[config.mk]
export PLATFORM = sky130hd
export DESIGN_NAME = pftf_ram
export DESIGN_NICKNAME = d
export VERILOG_FILES = /design/src/sv/pftf_ram.sv
export SDC_FILE = /design/constraint.sdc
export NUM_CORES = 2
export LEC_CHECK = 0
export BUFFER_PORTS_ARGS = -buffer_cell sky130_fd_sc_hd__clkbuf_2
export CAP_MARGIN = 20
export CORE_MARGIN = 2
export CORE_UTILIZATION = 50
export CTS_CLUSTER_SIZE = 30
export DETAILED_ROUTE_END_ITERATION = 6
export GPL_TIMING_DRIVEN = 0
export PLACE_DENSITY = 0.64
export SYNTH_ARGS = -nofsm -noshare
export SYNTH_HDL_FRONTEND = slang
export SYNTH_SLANG_ARGS = --single-unit
export TNS_END_PERCENT = 10
[constraint.sdc]
create_clock -name clk_i -period 3.4 [get_ports clk_i]
set_input_delay 0.51 -clock clk_i [delete_from_list [all_inputs] [get_ports clk_i]]
set_output_delay 0.51 -clock clk_i [all_outputs]
set_load 0.01 [all_outputs]
[src/sv/pftf_ram.sv]
// Generic single-port synchronous RAM with a registered read port.
`timescale 1ns / 1ps
`default_nettype none

module pftf_ram #(
  parameter int WIDTH = 16,
  parameter int DEPTH = 256,
  localparam int AddrW = (DEPTH > 1) ? $clog2(DEPTH) : 1
) (
  input  wire logic             clk_i,
  input  wire logic             en_i,
  input  wire logic             we_i,
  input  wire logic [AddrW-1:0] addr_i,
  input  wire logic [WIDTH-1:0] wdata_i,
  output logic      [WIDTH-1:0] rdata_o
);

  logic [WIDTH-1:0] mem_q [DEPTH];

  always_ff @(posedge clk_i) begin
    if (en_i) begin
      if (we_i) begin
        mem_q[addr_i] <= wdata_i;
      end else begin
        rdata_o <= mem_q[addr_i];
      end
    end
  end

endmodule

`default_nettype wire

# Word-level counts from Yosys, hierarchy flattened
# Memory sizes are Yosys's and may differ from the RTL's. A register that Yosys moved wholly into a read port is not among the register bits.
# Index checks and enable logic that the tools add are counted.
# classes
muxes,3
n_reduce_logical,1
n_bitwise,1
# op_table
op,n
2-to-1 mux 1 bit,3
AND reduction 2 bit,1
inverter 1 bit,1
# totals
inputBits,27
mem_bits_rw,4096
output_inout_bits,16
elab_cells,6
mem_count,1
reg_bits,0
# memory_table
memory,words,width,rd,rd_ports_with_merged_regs,write_ports,line_no,text
mem_q,256,16,1,1,1,18,logic [WIDTH-1:0] mem_q [DEPTH];

# Depth between registers and ports, before layout
# depth
ltp_word,3
mapped_depth,8
mapped_depth_nobuf,5

# Worst setup path before layout
# No wires, ideal clock.
# synth_timing
kind,input to register
startpoint,in addr_i[1]
endpoint,mem mem_q[114][0] (enable)
setup_time_ps,388
setup_slack_ps,308
arrival_time_ps,2704
t_required_ps,3012
path_stages,7
path_buffers,4
cell_sequence,clkbuf_1 > buf_2 > buf_2 > nor3b_1 > nand2_1 > clkbuf_1 > nor2_1
# synth_lines
element,line_no,text
from (decl),13,"input wire logic [AddrW-1:0] addr_i,"
to (decl),18,
# Straight into the memory's write port.

==> run metrics <==
synthesis warning total=0; PD cells=587 nW/um2; DRT antenna net count=0; Core ar.=309,000 um2; fin util=58.3%; Via density=6.53; Max Fclk=0.283 GHz; H-tree depth=5; post-detail-place hpwl=296,000 um; final critical-path required period=3530 ps; Cell variety after synth=20; Layout area overhead=16.0%; CTS tree=yes; failing checks=setup timing; R2R cell count=5; CP Capture Type=flop; Slew Limit Fails=0; pin count of the biggest net entering global routing=129; CTS clk-pin slew, worst paths=60 ps; Critical Path Start Type=input port; number of synthesized register bits=4,112; Critical Path Fanout Max=10; Synth async-reset ratio=0%; num rows=204; kind of critical path=input port to flop; fin crit share=104%; DR pass1 iterations=7; reg2reg start=mem_q[106][3]; Die Ht=561 um; R2R Setup Slk=390 ps; initial drt markers=12,000; share of cells above drive strength 1=30.7%; Die ar.=315,000 um2; Crit path required time=4160 ps; total number of vias=77,600; sequential share of the synthesized area=79.5%; count of input and output buffers=40; clock sink total=4,112; Synth Instances=6,705; Hold Slack=79.1 ps; Synth area leaders=edfxtp_1 80%, mux4_2 15%, a22oi_1 2.5%, a21oi_1 0.83%, clkbuf_1 0.65%; Worst EP arrival=4300 ps; initial antenna violation count=27; Pleak=55.0 nW; final setup fails=73; die width=561 um; relative slew slack=15.4%; Mapped Area=155,000 um2; CTS Buf Count=409; global-route wire length before repair=611,000 um; Post-synth top flop=edfxtp_1; Post-synth EDFFs=4,112; drt wl/cell=37.6 um; Final Hold Fails=0; max-cap viol count=0; number of global-route vias before repair=76,000; worst setup margin=-131 ps; Synth top area share=79.5%; root buffer cell=clkbuf_16; Worst setup endpoint=rdata_o[3]; I/O pin cnt=43; Worst Setup SP=addr_i[2]; Peak VDD IR=0.476 mV; routability cong.=1.01; Worst-Margin Slew=1270 ps; RSZ-0062 raised after global routing=yes; outcome=finished, violations left; Synthesized Nets=6,732; cell with the most instances after synthesis=edfxtp_1; clk_skew=69.4 ps; CTS Buffer Depth=4; Post-route DRC=0; Hold Crit Class=input port to flop; list of most frequent post-synthesis cells=4,112 x edfxtp_1, 1,024 x mux4_2, 512 x a22oi_1, 268 x clkbuf_1, 259 x nor2_1; Total GRT Usage=28.2%; syn avg cell area=23.2 um2; DP Area=166,000 um2; Initial Utilization=50.3%; r2r endpoint=rdata_o[3]; area leader, netlist=edfxtp_1; nets=7,446; Overall Power=0.106 W; WL final=446,000 um; final global-route overflow total=0; post-route cell area=180,000 um2; clk_lat worst skew=990 ps
## through the flow
stage / setup slack (ps) / TNS (ps) / std cells
5_1_grt: -14.2 / -38.6 / 11900
6_report: -131 / -2050 / 11900
3_5_place_dp: -2210 / -6138670 / 11100
4_1_cts: -41.6 / -868 / 11900
3_3_place_gp: -5640 / - / 10900
2_1_floorplan: 308 / 0 / 6705
## area by class of cell
class                      instances  area, um2
tap                             4120       5150
clock buffer                     478      10500
multi-input combinational       2181      31500
fill                           21700     129000
clock inverter                   260       2640
antenna                           15       37.5
buffer                           409       1900
timing repair buffer             306       4870
sequential                      4112     123000
## state kept, by name, summed over array words and instances, names as in the netlist
| name | flops |
|---|---|
| rdata_o | 16 |
| mem_q | 4096 |
## where the power goes
group	internal, W	leakage, nW	switching (W)
registers	0.0558	37.0	0.0000396
clock network	0.0252	6.38	0.0194
logic	0.00167	11.6	0.00359
total	0.0827	55.0	0.0231
## routing by layer
layer	track usage (%)	part of all wire [%]
met5	0	0.022
met3	7.70	12
met4	12.0	5.0
met1	38.8	37
met2	42.8	46
## kinds of logic after synthesis
| logic type | count (synthesis) | synth area share (%) |
|---|---|---|
| buf+inv | 412 | 1.10 |
| simple gates | 325 | 0.843 |
| compound gates | 832 | 3.66 |
| mux | 1024 | 14.9 |
| flops | 4112 | 79.5 |
## repair_timing
item	in CTS	in global routing
pin swaps	12	1
setup endpoints to repair	3614	302
hold buffers	4	0
setup buffers	18	1
gates resized for setup	198	24
endpoints found under the hold margin	61	0
## worst min path at each step
stage / depth (start not counted) / start / slack [ps] / end
2_1_floorplan: 0 / wdata_i[0] / 610 / mem_q[0][0]
6_report: 1 / wdata_i[5] / 80 / mem_q[232][5]
3_5_place_dp: 1 / wdata_i[10] / 860 / mem_q[232][10]
4_1_cts: 1 / wdata_i[15] / 40 / mem_q[58][15]
5_1_grt: 1 / wdata_i[15] / 60 / mem_q[58][15]
3_3_place_gp: 5 / mem_q[64][15] / 1070 / rdata_o[15]
## cells in the final DEF (no fill, tap or decap), drive strengths merged, types with 16 or more instances in the layout
cell,count
a21oi,256
clkinv,187
buf,403
clkinvlp,19
clkbuf,781
nor2,259
bufinv,38
nand4,16
inv,16
nand2,30
o41ai,64
edfxtp,4112
a22oi,512
mux4,1024
## critical path, cell delays in order
cell and delay [ps]:
clkbuf_2 160, nor2b_1 150, clkbuf_2 430, clkbuf_2 730, clkbuf_1 620, a22oi_1 220, a21oi_1 850, o41ai_2 260
nand4_1 280
Power figures use the tool's default switching activity.
